[config.mk]
export PLATFORM = sky130hd
export DESIGN_NAME = utf16_utf32_to_utf8_transcoder_unit_flat
export DESIGN_NICKNAME = d
export VERILOG_FILES = /design/src/rtl/utx_pkg.sv /design/src/rtl/utx_channels.sv /design/src/rtl/utx_front.sv /design/src/rtl/utx_queue.sv /design/src/rtl/utx_back.sv /design/src/rtl/utf16_utf32_to_utf8_transcoder_unit.sv /design/src/flat_wrapper.sv
export SDC_FILE = /design/constraint.sdc
export NUM_CORES = 1
export LEC_CHECK = 0
export BUFFER_PORTS_ARGS = -buffer_cell sky130_fd_sc_hd__buf_2
export CAP_MARGIN = 40
export CORE_MARGIN = 4
export CORE_UTILIZATION = 40
export CTS_CLUSTER_DIAMETER = 120
export DETAILED_ROUTE_END_ITERATION = 10
export PLACE_DENSITY = 0.67
export SETUP_SLACK_MARGIN = 0.5
export SYNTH_ARGS = -nofsm -noshare
export SYNTH_HDL_FRONTEND = slang
export SYNTH_SLANG_ARGS = --single-unit
[constraint.sdc]
create_clock -name clk -period 6.1 [get_ports clk]
set_clock_uncertainty 0.2 [all_clocks]
set_input_delay 0.305 -clock clk [delete_from_list [all_inputs] [get_ports clk]]
set_output_delay 0.305 -clock clk [all_outputs]
set_load 0.02 [all_outputs]
[src/rtl/utx_pkg.sv]
package utx_pkg;

	localparam int BYTE_W    = 8;
	localparam int MAX_BYTES = 6;
	localparam int UNIT_W    = BYTE_W * (MAX_BYTES - 1);

	localparam logic [2:0] MODE_RAW   = 3'd0;
	localparam logic [2:0] MODE_UTF8  = 3'd1;
	localparam logic [2:0] MODE_U16LE = 3'd2;
	localparam logic [2:0] MODE_U16BE = 3'd3;
	localparam logic [2:0] MODE_U32LE = 3'd4;
	localparam logic [2:0] MODE_U32BE = 3'd5;

	typedef enum logic [1:0] {
		ERR_NONE  = 2'd0,
		ERR_LEAD  = 2'd1,
		ERR_RANGE = 2'd2
	} err_t;

	typedef struct packed {
		logic [MAX_BYTES-1:0][BYTE_W-1:0] bytes;
		logic [2:0]                       count;
		err_t                             err;
	} job_t;

	function automatic logic [2:0] utf8_len(input logic [7:0] b);
		logic [2:0] len;
		priority if ((b & 8'h80) == 8'h00) len = 3'd1;
		else if ((b & 8'he0) == 8'hc0) len = 3'd2;
		else if ((b & 8'hf0) == 8'he0) len = 3'd3;
		else if ((b & 8'hf8) == 8'hf0) len = 3'd4;
		else if ((b & 8'hfc) == 8'hf8) len = 3'd5;
		else if ((b & 8'hfe) == 8'hfc) len = 3'd6;
		else len = 3'd0;
		return len;
	endfunction

endpackage

[src/rtl/utx_channels.sv]
interface utx_in_if;
	logic       valid;
	logic       ready;
	logic [7:0] in_byte;
	logic       discard_partial;

	modport source (output valid, output in_byte, output discard_partial, input ready);
	modport sink (input valid, input in_byte, input discard_partial, output ready);
endinterface

interface utx_out_if;
	logic       valid;
	logic       ready;
	logic [7:0] out_byte;
	logic       last_of_char;
	logic [1:0] error_code;

	modport source (output valid, output out_byte, output last_of_char, output error_code,
		input ready);
	modport sink (input valid, input out_byte, input last_of_char, input error_code,
		output ready);
endinterface

[src/rtl/utx_front.sv]
module utx_front (
	input  logic             clk,
	input  logic             arst_n,
	utx_in_if.sink           src,
	input  logic             cfg_we,
	input  logic [2:0]       cfg_wdata,
	input  logic             q_full,
	output logic             push,
	output utx_pkg::job_t    job
);

	logic [2:0]                 mode_q;
	logic [utx_pkg::UNIT_W-1:0] unit_q;
	logic [2:0]                 held_q;
	logic [2:0]                 expected_q;

	logic [utx_pkg::UNIT_W-1:0] unit_d;
	logic [2:0]                 held_d;
	logic [2:0]                 expected_d;
	logic                       push_d;
	logic                       accept;
	logic [7:0]                 b;
	logic [47:0]                merged;
	logic [2:0]                 held_inc;
	logic [2:0]                 lead_len;
	logic [2:0]                 unit_size;
	logic [31:0]                data;

	assign src.ready = !q_full;
	assign accept    = src.valid && src.ready;
	assign push      = accept && push_d;
	assign b         = src.in_byte;
	assign held_inc  = held_q + 3'd1;
	assign lead_len  = utx_pkg::utf8_len(b);
	assign merged    = {8'b0, (held_q == 3'd0) ? '0 : unit_q} | ({40'b0, b} << {held_q, 3'b000});
	assign unit_size = (mode_q == utx_pkg::MODE_U16LE || mode_q == utx_pkg::MODE_U16BE) ?
		3'd2 : 3'd4;

	always_comb begin
		unique case (mode_q)
			utx_pkg::MODE_U16LE: data = {16'b0, merged[15:8], merged[7:0]};
			utx_pkg::MODE_U16BE: data = {16'b0, merged[7:0], merged[15:8]};
			utx_pkg::MODE_U32LE: data = merged[31:0];
			default:             data = {merged[7:0], merged[15:8], merged[23:16], merged[31:24]};
		endcase
	end

	always_comb begin
		unit_d     = unit_q;
		held_d     = held_q;
		expected_d = expected_q;
		push_d     = 1'b0;
		job.bytes  = {40'b0, b};
		job.count  = 3'd1;
		job.err    = utx_pkg::ERR_NONE;
		if (src.discard_partial) begin
			held_d     = 3'd0;
			expected_d = 3'd0;
		end else begin
			unique case (mode_q)
				utx_pkg::MODE_UTF8: begin
					if (held_q == 3'd0) begin
						if (lead_len == 3'd0) begin
							push_d  = 1'b1;
							job.err = utx_pkg::ERR_LEAD;
						end else if (lead_len == 3'd1) begin
							push_d = 1'b1;
						end else begin
							unit_d     = {32'b0, b};
							held_d     = 3'd1;
							expected_d = lead_len;
						end
					end else if (held_inc < expected_q) begin
						unit_d = merged[utx_pkg::UNIT_W-1:0];
						held_d = held_inc;
					end else begin
						push_d     = 1'b1;
						job.bytes  = merged;
						job.count  = expected_q;
						held_d     = 3'd0;
						expected_d = 3'd0;
					end
				end
				utx_pkg::MODE_U16LE, utx_pkg::MODE_U16BE,
				utx_pkg::MODE_U32LE, utx_pkg::MODE_U32BE: begin
					if (held_inc < unit_size) begin
						unit_d     = merged[utx_pkg::UNIT_W-1:0];
						held_d     = held_inc;
						expected_d = unit_size;
					end else begin
						push_d     = 1'b1;
						held_d     = 3'd0;
						expected_d = 3'd0;
						if (data[31:16] != 16'b0) begin
							job.err = utx_pkg::ERR_RANGE;
						end else if (data[15:7] == 9'b0) begin
							job.bytes = {40'b0, data[7:0]};
						end else if (data[15:11] == 5'b0) begin
							job.bytes = {32'b0, 2'b10, data[5:0], 3'b110, data[10:6]};
							job.count = 3'd2;
						end else begin
							job.bytes = {24'b0, 2'b10, data[5:0], 2'b10, data[11:6],
								4'b1110, data[15:12]};
							job.count = 3'd3;
						end
					end
				end
				default: begin
					push_d = 1'b1;
				end
			endcase
		end
	end

	always_ff @(posedge clk or negedge arst_n) begin
		if (!arst_n) begin
			mode_q     <= utx_pkg::MODE_RAW;
			unit_q     <= '0;
			held_q     <= 3'd0;
			expected_q <= 3'd0;
		end else if (cfg_we) begin
			mode_q     <= cfg_wdata;
			held_q     <= 3'd0;
			expected_q <= 3'd0;
		end else if (accept) begin
			unit_q     <= unit_d;
			held_q     <= held_d;
			expected_q <= expected_d;
		end
	end

endmodule

[src/rtl/utx_queue.sv]
module utx_queue #(
	parameter int DEPTH = 2
) (
	input  logic          clk,
	input  logic          arst_n,
	input  logic          push,
	input  utx_pkg::job_t push_job,
	output logic          full,
	input  logic          pop,
	output utx_pkg::job_t head_job,
	output logic          empty
);

	localparam int PTR_W = (DEPTH > 1) ? $clog2(DEPTH) : 1;
	localparam int CNT_W = $clog2(DEPTH + 1);
	localparam logic [PTR_W-1:0] LAST_PTR = PTR_W'(DEPTH - 1);

	utx_pkg::job_t    entry_q [DEPTH];
	logic [PTR_W-1:0] wr_ptr_q;
	logic [PTR_W-1:0] rd_ptr_q;
	logic [CNT_W-1:0] count_q;
	logic             do_push;
	logic             do_pop;

	assign full     = count_q == CNT_W'(DEPTH);
	assign empty    = count_q == '0;
	assign do_push  = push && !full;
	assign do_pop   = pop && !empty;
	assign head_job = entry_q[rd_ptr_q];

	always_ff @(posedge clk) begin
		if (do_push) begin
			entry_q[wr_ptr_q] <= push_job;
		end
	end

	always_ff @(posedge clk or negedge arst_n) begin
		if (!arst_n) begin
			wr_ptr_q <= '0;
			rd_ptr_q <= '0;
			count_q  <= '0;
		end else begin
			if (do_push) begin
				wr_ptr_q <= (wr_ptr_q == LAST_PTR) ? '0 : wr_ptr_q + PTR_W'(1);
			end
			if (do_pop) begin
				rd_ptr_q <= (rd_ptr_q == LAST_PTR) ? '0 : rd_ptr_q + PTR_W'(1);
			end
			if (do_push && !do_pop) begin
				count_q <= count_q + CNT_W'(1);
			end else if (do_pop && !do_push) begin
				count_q <= count_q - CNT_W'(1);
			end
		end
	end

endmodule

[src/rtl/utx_back.sv]
module utx_back (
	input  logic          clk,
	input  logic          arst_n,
	input  utx_pkg::job_t head_job,
	input  logic          empty,
	output logic          pop,
	utx_out_if.source     dst
);

	logic [2:0] idx_q;
	logic       valid_q;
	logic [7:0] byte_q;
	logic       last_q;
	logic [1:0] err_q;
	logic       load;
	logic       is_last;

	assign load    = !empty && (!valid_q || dst.ready);
	assign is_last = idx_q == (head_job.count - 3'd1);
	assign pop     = load && is_last;

	assign dst.valid        = valid_q;
	assign dst.out_byte     = byte_q;
	assign dst.last_of_char = last_q;
	assign dst.error_code   = err_q;

	always_ff @(posedge clk) begin
		if (load) begin
			byte_q <= head_job.bytes[idx_q];
			last_q <= is_last;
			err_q  <= head_job.err;
		end
	end

	always_ff @(posedge clk or negedge arst_n) begin
		if (!arst_n) begin
			valid_q <= 1'b0;
			idx_q   <= 3'd0;
		end else if (load) begin
			valid_q <= 1'b1;
			idx_q   <= is_last ? 3'd0 : idx_q + 3'd1;
		end else if (dst.ready) begin
			valid_q <= 1'b0;
		end
	end

endmodule

[src/rtl/utf16_utf32_to_utf8_transcoder_unit.sv]
// A word that completes a character is written to the job queue and then to the output
// register before its first UTF-8 byte is shown. One input word per cycle while the job queue
// has room, one output word per cycle while dst.ready is high; a character of n bytes holds
// the output side for n output words.
// Reset clears the mode to raw, the partial unit, the job queue and the output valid flag.
module utf16_utf32_to_utf8_transcoder_unit #(
	parameter int QUEUE_DEPTH = 2
) (
	input  logic       clk,
	input  logic       arst_n,
	utx_in_if.sink     src,
	utx_out_if.source  dst,
	input  logic       cfg_we,
	input  logic [2:0] cfg_wdata
);

	logic          push;
	logic          pop;
	logic          q_full;
	logic          q_empty;
	utx_pkg::job_t push_job;
	utx_pkg::job_t head_job;

	utx_front u_front (
		.clk       (clk),
		.arst_n    (arst_n),
		.src       (src),
		.cfg_we    (cfg_we),
		.cfg_wdata (cfg_wdata),
		.q_full    (q_full),
		.push      (push),
		.job       (push_job)
	);

	utx_queue #(
		.DEPTH (QUEUE_DEPTH)
	) u_queue (
		.clk      (clk),
		.arst_n   (arst_n),
		.push     (push),
		.push_job (push_job),
		.full     (q_full),
		.pop      (pop),
		.head_job (head_job),
		.empty    (q_empty)
	);

	utx_back u_back (
		.clk      (clk),
		.arst_n   (arst_n),
		.head_job (head_job),
		.empty    (q_empty),
		.pop      (pop),
		.dst      (dst)
	);

	a_no_push_when_full: assert property (@(posedge clk) disable iff (!arst_n)
		(src.valid && src.ready && push) |-> !q_full)
		else $error("job pushed into a full queue");

	a_no_pop_when_empty: assert property (@(posedge clk) disable iff (!arst_n)
		pop |-> !q_empty)
		else $error("job popped from an empty queue");

	a_error_is_last: assert property (@(posedge clk) disable iff (!arst_n)
		(dst.valid && dst.error_code != 2'd0) |-> dst.last_of_char)
		else $error("error word not marked as last of character");

	a_ready_follows_queue: assert property (@(posedge clk) disable iff (!arst_n)
		q_empty |-> src.ready)
		else $error("input stalled while the job queue is empty");

endmodule
[src/flat_wrapper.sv]
// flat-port wrapper written by rule: the top's interface ports become plain ports
module utf16_utf32_to_utf8_transcoder_unit_flat 
#(
	parameter int QUEUE_DEPTH = 2
)
  (clk, arst_n, cfg_we, cfg_wdata, src_valid, src_in_byte, src_discard_partial, src_ready, dst_valid, dst_out_byte, dst_last_of_char, dst_error_code, dst_ready);
  utx_in_if src_i ();
  utx_out_if dst_i ();
  input  logic clk;
  input  logic arst_n;
  input  logic cfg_we;
  input  logic [2:0] cfg_wdata;
  input wire logic [$bits(src_i.valid)-1:0] src_valid;
  input wire logic [$bits(src_i.in_byte)-1:0] src_in_byte;
  input wire logic [$bits(src_i.discard_partial)-1:0] src_discard_partial;
  output wire logic [$bits(src_i.ready)-1:0] src_ready;
  output wire logic [$bits(dst_i.valid)-1:0] dst_valid;
  output wire logic [$bits(dst_i.out_byte)-1:0] dst_out_byte;
  output wire logic [$bits(dst_i.last_of_char)-1:0] dst_last_of_char;
  output wire logic [$bits(dst_i.error_code)-1:0] dst_error_code;
  input wire logic [$bits(dst_i.ready)-1:0] dst_ready;
  assign src_i.valid = src_valid;
  assign src_i.in_byte = src_in_byte;
  assign src_i.discard_partial = src_discard_partial;
  assign src_ready = src_i.ready;
  assign dst_valid = dst_i.valid;
  assign dst_out_byte = dst_i.out_byte;
  assign dst_last_of_char = dst_i.last_of_char;
  assign dst_error_code = dst_i.error_code;
  assign dst_i.ready = dst_ready;
  utf16_utf32_to_utf8_transcoder_unit #(.QUEUE_DEPTH(QUEUE_DEPTH)) u_core (.clk(clk), .arst_n(arst_n), .src(src_i), .dst(dst_i), .cfg_we(cfg_we), .cfg_wdata(cfg_wdata));
endmodule
## Yosys cells after proc, flatten, opt, wreduce, memory -nomap -nowiden

Memories as Yosys holds them, arrays and structs flattened.
Index checks and enable logic that the tools add are counted.

| operators by class | value |
|---|---|
| shift operators | 1 |
| reductions and logical operators | 31 |
| order comparisons | 3 |
| mux-type cells | 63 |
| bitwise logic cells | 3 |
| add/sub/neg operators | 7 |
| eq/ne operators | 20 |

Operator list:

| cell | number |
|---|---|
| 2-to-1 mux 40 bit | 6 |
| 2-to-1 mux 51 bit | 3 |
| 2-to-1 mux 53 bit | 2 |
| case mux 53 bit (2 select lines) | 1 |
| case mux 32 bit (3 select lines) | 1 |
| case mux 40 bit (2 select lines) | 1 |
| 2-to-1 mux 3 bit | 25 |
| 2-to-1 mux 48 bit | 1 |
| OR 40 x 48 -> 48 bit | 1 |
| left shift 8 x 6 -> 48 bit | 1 |
| 2-to-1 mux 27 bit | 1 |
| binary-select mux 8 bit (select 3 bit) | 1 |
| nonzero test 16 bit | 1 |
| inequality test 5 bit (second input constant) | 3 |
| 2-to-1 mux 1 bit | 13 |
| case mux 3 bit (2 select lines) | 2 |
| == test 3 bit (second input constant) | 3 |
| logical NOT 9 bit | 1 |
| inequality test 3 bit (second input constant) | 3 |
| logical AND 1 bit | 8 |
| logical NOT 8 bit | 1 |
| 2-to-1 mux 2 bit | 4 |
| 2-to-1 mux 8 bit | 1 |
| AND reduction 8 bit | 1 |
| other kinds (28) | 43 |

| storage, ports and cells | value |
|---|---|
| memory bits (writable) | 106 |
| bits of input ports | 17 |
| memories | 1 |
| register bits after elaboration | 68 |
| logic and storage cells | 141 |
| output and inout port bits | 13 |

Memories:

| memory | words | bits a word | read ports | clocked after Yosys merged registers in | write ports | RTL line | text |
|---|---|---|---|---|---|---|---|
| u_core.u_queue.entry_q | 2 | 53 | 1 | 0 | 1 | utx_queue.sv:18 | `utx_pkg::job_t entry_q [DEPTH];` |

## Longest topological paths before layout

| logic depth | value |
|---|---|
| depth in word-level cells | 19 |
| gate-level depth with buffers | 16 |
| mapped depth without buffers | 14 |

## Modules after synthesis

From an unflattened synthesis, not the netlist that was laid out.

| unflattened totals | value |
|---|---|
| cell total of the unflattened synthesis | 830 |
| area total of the unflattened synthesis | 9,690.5 um2 |

Modules (own cells, without submodules):

| module | instances | cells an instance | area an instance (um2) | seq. area each (um2) |
|---|---|---|---|---|
| utx_front | 1 | 569 | 4,389.2 | 1,226.2 |
| utx_queue | 1 | 184 | 4,271.6 | 3,283.1 |
| utx_back | 1 | 77 | 1,029.7 | 430.4 |

## Worst setup path after synthesis

No wires, ideal clock.

| timing path | value |
|---|---|
| path kind | reg2reg |
| start | register u_core.u_front.held_q[0] |
| end | memory u_core.u_queue.entry_q[0][0] (netlist name) (enable) |
| cell stages (with the launch flop) | 13 |
| buffers on the path | 2 |
| slack | 0.840 ns |
| library setup time | 0.464 ns |
| required time | 5.436 ns |
| clock period less this slack | 5.260 ns |
| arrival | 4.596 ns |
| cell sequence | dfrtp_1 buf_2 inv_1 ha_1 ha_1 a21boi_0 o21ai_0 and2_1 clkbuf_1 nand2_1 a21oi_1 or4_1 nor2_1 |

| on the way | value |
|---|---|
| word-level cells in the longest chain between the ends | 10 |
| elaborated cells between the ends (all ways) | 13 |
| those cells by class | add/sub: 1; order compare: 2; mux: 7; reduce/logical: 3 |

Ends and longest elaborated chain:

| what | RTL line | text |
|---|---|---|
| start, declared | utx_front.sv:14 | `logic [2:0] held_q;` |
| start signal, assigned | utx_front.sv:127 | `held_q <= held_d;` |
| adder 3 x 1 -> 3 bit | utx_front.sv:33 | `assign held_inc = held_q + 3'd1;` |
| < comparator 3 bit | utx_front.sv:73 | `end else if (held_inc < expected_q) begin` |
| 2-to-1 mux 1 bit | utx_front.sv:73 |  |
| 2-to-1 mux 1 bit | utx_front.sv:62 | `if (held_q == 3'd0) begin` |
| case mux 1 bit (2 select lines) * | utx_front.sv:60 | `unique case (mode_q)` |
| 2-to-1 mux 1 bit * | utx_front.sv:56 | `if (src.discard_partial) begin` |
| logical AND 1 bit * | utx_front.sv:31 | `assign push = accept && push_d;` |
| logical AND 1 bit * | utx_queue.sv:27 | `assign do_push = push && !full;` |
| 2-to-1 mux 1 bit * | utx_queue.sv:32 | `if (do_push) begin` |
| 2-to-1 mux 1 bit (implied by the code) * | utx_queue.sv:33 | `entry_q[wr_ptr_q] <= push_job;` |
| end, declared | utx_queue.sv:18 |  |

Mark *: on every way between the ends. The rest lies on a longest branch, timed or not.

## Worst setup path in the final report

| timing path | value |
|---|---|
| start | register u_core.u_front.mode_q[2] |
| end | memory u_core.u_queue.entry_q[1][25] (netlist name) (enable) |

| on the way | value |
|---|---|
| word-level cells in the longest chain between the ends | 11 |
| elaborated cells between the ends (all ways) | 16 |
| those cells by class | order compare: 1; eq/ne: 5; mux: 6; reduce/logical: 4 |

Ends and longest elaborated chain:

| what | RTL line | text |
|---|---|---|
| start, declared | utx_front.sv:12 | `logic [2:0] mode_q;` |
| start signal, assigned | utx_front.sv:117 | `mode_q <= utx_pkg::MODE_RAW;` |
| start signal, assigned | utx_front.sv:122 | `mode_q <= cfg_wdata;` |
| == test 3 x 2 -> 1 bit | utx_front.sv:36, utx_front.sv:60 |  |
| logical OR 1 bit | utx_front.sv:36 | `assign unit_size = (mode_q == utx_pkg::MODE_U16LE \|\| mode_q == utx_pkg::MODE_U16BE) ?` |
| 2-to-1 mux 3 bit | utx_front.sv:36 |  |
| < comparator 3 bit | utx_front.sv:86 | `if (held_inc < unit_size) begin` |
| 2-to-1 mux 1 bit | utx_front.sv:86 |  |
| case mux 1 bit (2 select lines) * | utx_front.sv:60 |  |
| 2-to-1 mux 1 bit * | utx_front.sv:56 |  |
| logical AND 1 bit * | utx_front.sv:31 |  |
| logical AND 1 bit * | utx_queue.sv:27 |  |
| via u_core.u_queue.do_push | utx_queue.sv:22 | `logic do_push;` |
| 2-to-1 mux 1 bit * | utx_queue.sv:32 |  |
| 2-to-1 mux 1 bit (implied by the code) * | utx_queue.sv:33 |  |

Mark *: on every way through the listed nets, which the timed path passes. The rest lies on a longest branch.

==> impl_metrics.yaml <==
detailed_routing:
  vias: 6703
  drc_errors: 0
  firstDrtPassIters: 7
  met3_length_mm: 2.069
  ant_nets: 0
  drt_wl_total_mm: 24.16
  vias_per_cell: 6.178
  drt_iter0_drc: 783
  wl_met2_mm: 10.69
  wl_met1_mm: 10.68
  top_layer_used: "met4"
  wire_per_inst_um: 22.26
die:
  rows: 54
  dieWidth_um: 157.8
  coreArea_um2: 21960
  initial_core_util_pct: 40.90
  dieHeight_um: 157.8
  io_pins: 30
  die_area_um2: 24910
yosys:
  syn-num-nets: 805
  synth_seq_cells: 174
  synth_cell_types: 65
  yosysWarnings: 0
  synth-seq-area-share_pct: 55.00
  yosysTopAreaCellShare_pct: 39.12
  synth_edf_count: 117
  ys_top_cells_by_area: "edfxtp_1, dfrtp_1, mux4_2, nor2_1, nand2_1"
  synth_area_um2: 8981
  yosysTopAreaCell: "edfxtp_1"
  synth_ff_type: "edfxtp_1"
  ys_async_sr_fraction_pct: 32.76
  synth_cells: 780
  syn_avg_cell_area_um2: 11.51
placed_design:
  dp_hpwl_mm: 16.60
  portBuffers: 29
  place_inst: 1046
  routabilityCongestion: 0.9764
  place_area_um2: 9375
cts:
  h-tree-depth: 4
  cts.sinks: 174
  insertion_delay_ps: 440
  cts_root_buffer: "clkbuf_16"
  ctsResizeCount: 0
  clockBufferDepth: 2
  cts_buffers: 17
  cts_tree: "yes"
  clkTransAtPathRegs_ps: 70
worst_setup_path:
  reg2reg_setup_slack_ps: 1480
  reg2reg_to: "u_core.u_queue.entry_q[1][25]"
  worst_setup_path_end_kind: "flip-flop"
  startpoint_type: "flip-flop"
  rr_worst_depth: 10
  cp.required_ps: 6030
  r2r_start: "u_core.u_front.mode_q[2]"
  path_max_fanout: 29
  path_class: "reg2reg"
  worstPathArrival_ps: 4550
min_path:
  min_from: "cfg_we"
  min_path_type: "in2reg"
  holdPathStages: 2
  hold_end: "u_core.u_front.mode_q[1]"
outcome:
  status: "completed"
cells_and_area:
  antenna_cells: 0
  stdcell_area_um2: 10060
  multi_input_area_um2: 3695
  fin_cells: 1085
  area_growth_pct: 11.98
  ff_latch_area_um2: 4941
  drive_gt1_share_pct: 17.14
  final_util_pct: 45.80
  fill_cells: 2024
  fin_nets: 817
grt:
  grt_max_degree: 67
  grt_pass1_vias: 6362
  antenna_found_initial: 0
  grt.total_usage_pct: 20.02
  grt_pass1_wl_mm: 37.87
  overflow: 0
timing:
  fmax_mhz: 216.3
  hold_ws_ps: 54.04
  tightestPinTransition_ps: 858.9
  post-route-period-util_pct: 75.78
  rsz0062_at_grt: "no"
  hold_violations: 0
  post-route-min-period_ps: 4623
  tns_ps: 0
  max_slew_margin_pct: 42.49
  drv_slew: 0
  setup_violations: 0
power:
  leakagePower_nw: 3.688
  power_frac_comb_pct: 29.2
  irDropWorstVdd_uv: 202.0
  seqPwrFrac_pct: 40.8
  power_switching_w: 0.001277
  p_int_w: 0.002531
  p_sw_share_pct: 33.54
  p_clk_share_pct: 30.0
  power.density_nw_per_um2: 378.6
flow_run:
  max_cap_violations: 0
-- layer usage --
| metal | GRT usage (%) | vias up |
|---|---|---|
| li1 | - | 3001 |
| met1 | 29.37 | 3293 |
| met2 | 29.35 | 356 |
| met3 | 4.483 | 53 |
| met4 | 7.005 | 0 |
| met5 | 0 | - |
-- state kept, by name, indices dropped and copies added (netlist names) --
register and cells:
u_core.u_queue.entry_q 106, u_core.u_back.dst.error_code 2, u_core.u_back.dst.out_byte 8, u_core.u_front.unit_q 40
u_core.u_back.dst.valid 1, u_core.u_queue.rd_ptr_q 1, u_core.u_front.expected_q 3, u_core.u_back.dst.last_of_char 1
u_core.u_front.mode_q 3, u_core.u_queue.count_q 2, u_core.u_front.held_q 3, u_core.u_back.idx_q 3
u_core.u_queue.wr_ptr_q 1
-- critical path, cell delays in order (launching register included) --
cell	delay (ps)
dfrtp_1	890
nand2b_1	480
inv_1	330
ha_1	370
o21ai_0	90
nand2b_1	200
nor2_1	120
or4_1	590
inv_1	110
and2_2	570
buf_4	350
-- synthesized netlist by cell type, drive strengths merged (7+ instances only) --
master / instances
a22oi: 35
ha: 8
inv: 22
and2: 9
edfxtp: 117
nor3: 10
mux2: 10
o21ai: 36
o21a: 10
o22ai: 22
nand4: 10
nand2b: 7
a31oi: 10
a21oi: 40
clkbuf: 35
nor2: 80
buf: 28
a211oi: 11
mux2i: 21
mux4: 24
dfrtp: 57
o31ai: 28
nand2: 67
-- how the worst max path moves through the flow --
stage                                  start                             to  slack (ps)  cells after the start
detailed placement  u_core.u_front.mode_q[2]  u_core.u_queue.entry_q[1][36]        1600                     10
global route        u_core.u_front.mode_q[2]  u_core.u_queue.entry_q[1][21]        1160                     10
finish              u_core.u_front.mode_q[2]  u_core.u_queue.entry_q[1][25]        1480                     10
global placement    u_core.u_front.mode_q[2]  u_core.u_queue.entry_q[1][35]        1590                     10
CTS                 u_core.u_front.mode_q[2]  u_core.u_queue.entry_q[1][25]        1560                     10
floorplan           u_core.u_front.held_q[0]   u_core.u_queue.entry_q[0][0]         840                     12
-- logic make-up after synthesis --
| family | Yosys count | share of synthesized area, % |
|---|---|---|
| AO/OA/AOI/OAI | 230 | 17.69 |
| AND/OR/NAND/NOR | 217 | 11.42 |
| flip-flops | 174 | 55.00 |
| buffers and inverters | 86 | 4.012 |
| multiplexers | 55 | 9.780 |
| XOR/XNOR | 10 | 0.9752 |
| adder cells (fa/ha/maj) | 8 | 1.115 |
-- cell usage in the layout (no fill, tap or decap), drive strengths merged, types with 6 or more instances in the layout --
cell and n:
a211oi 11, buf 49, o31ai 28, edfxtp 117, nand3 6, dlygate4sd3 7, and2 9, a21oi 40
dfrtp 57, ha 8, inv 30, a31oi 10, nand2 67, mux2 10, clkbuf 19, nand2b 7
o21a 10, nor3 10, mux4 24, nor2 80, mux2i 21, o22ai 22, o21ai 36, nand4 10
a22oi 35
-- through the flow --
stage               total power [W]  worst slack, ps
finish                     0.003808             1477
global route               0.003995             1160
CTS                        0.003830             1557
detailed placement         0.002689             1600
global placement           0.002683             1593
floorplan                  0.002398            840.4
-- power by group through the flow --
stage / sequential [W] / clock (W) / combinational (W)
6_report: 0.00155 / 0.00114 / 0.00111
5_1_grt: 0.00157 / 0.00121 / 0.00122
4_1_cts: 0.00155 / 0.00116 / 0.00112
3_5_place_dp: 0.00158 / 0 / 0.00111
3_3_place_gp: 0.00157 / 0 / 0.00111
2_1_floorplan: 0.00159 / 0 / 0.000808
-- what timing repair did --
item | in CTS | in global routing
hold endpoints to repair | 61 | 0
hold buffers | 7 | 0
setup buffers | 0 | 0
-- layout make-up --
cell class,count,share of cell area [%]
inverters,23,0.8584
clock inverters,13,1.680
well taps,280,3.483
flip-flops and latches,174,49.13
clock buffers,19,4.404
repair buffers,56,3.707
multi-input cells,520,36.74
No activity file was read; power rests on OpenSTA's default activity.
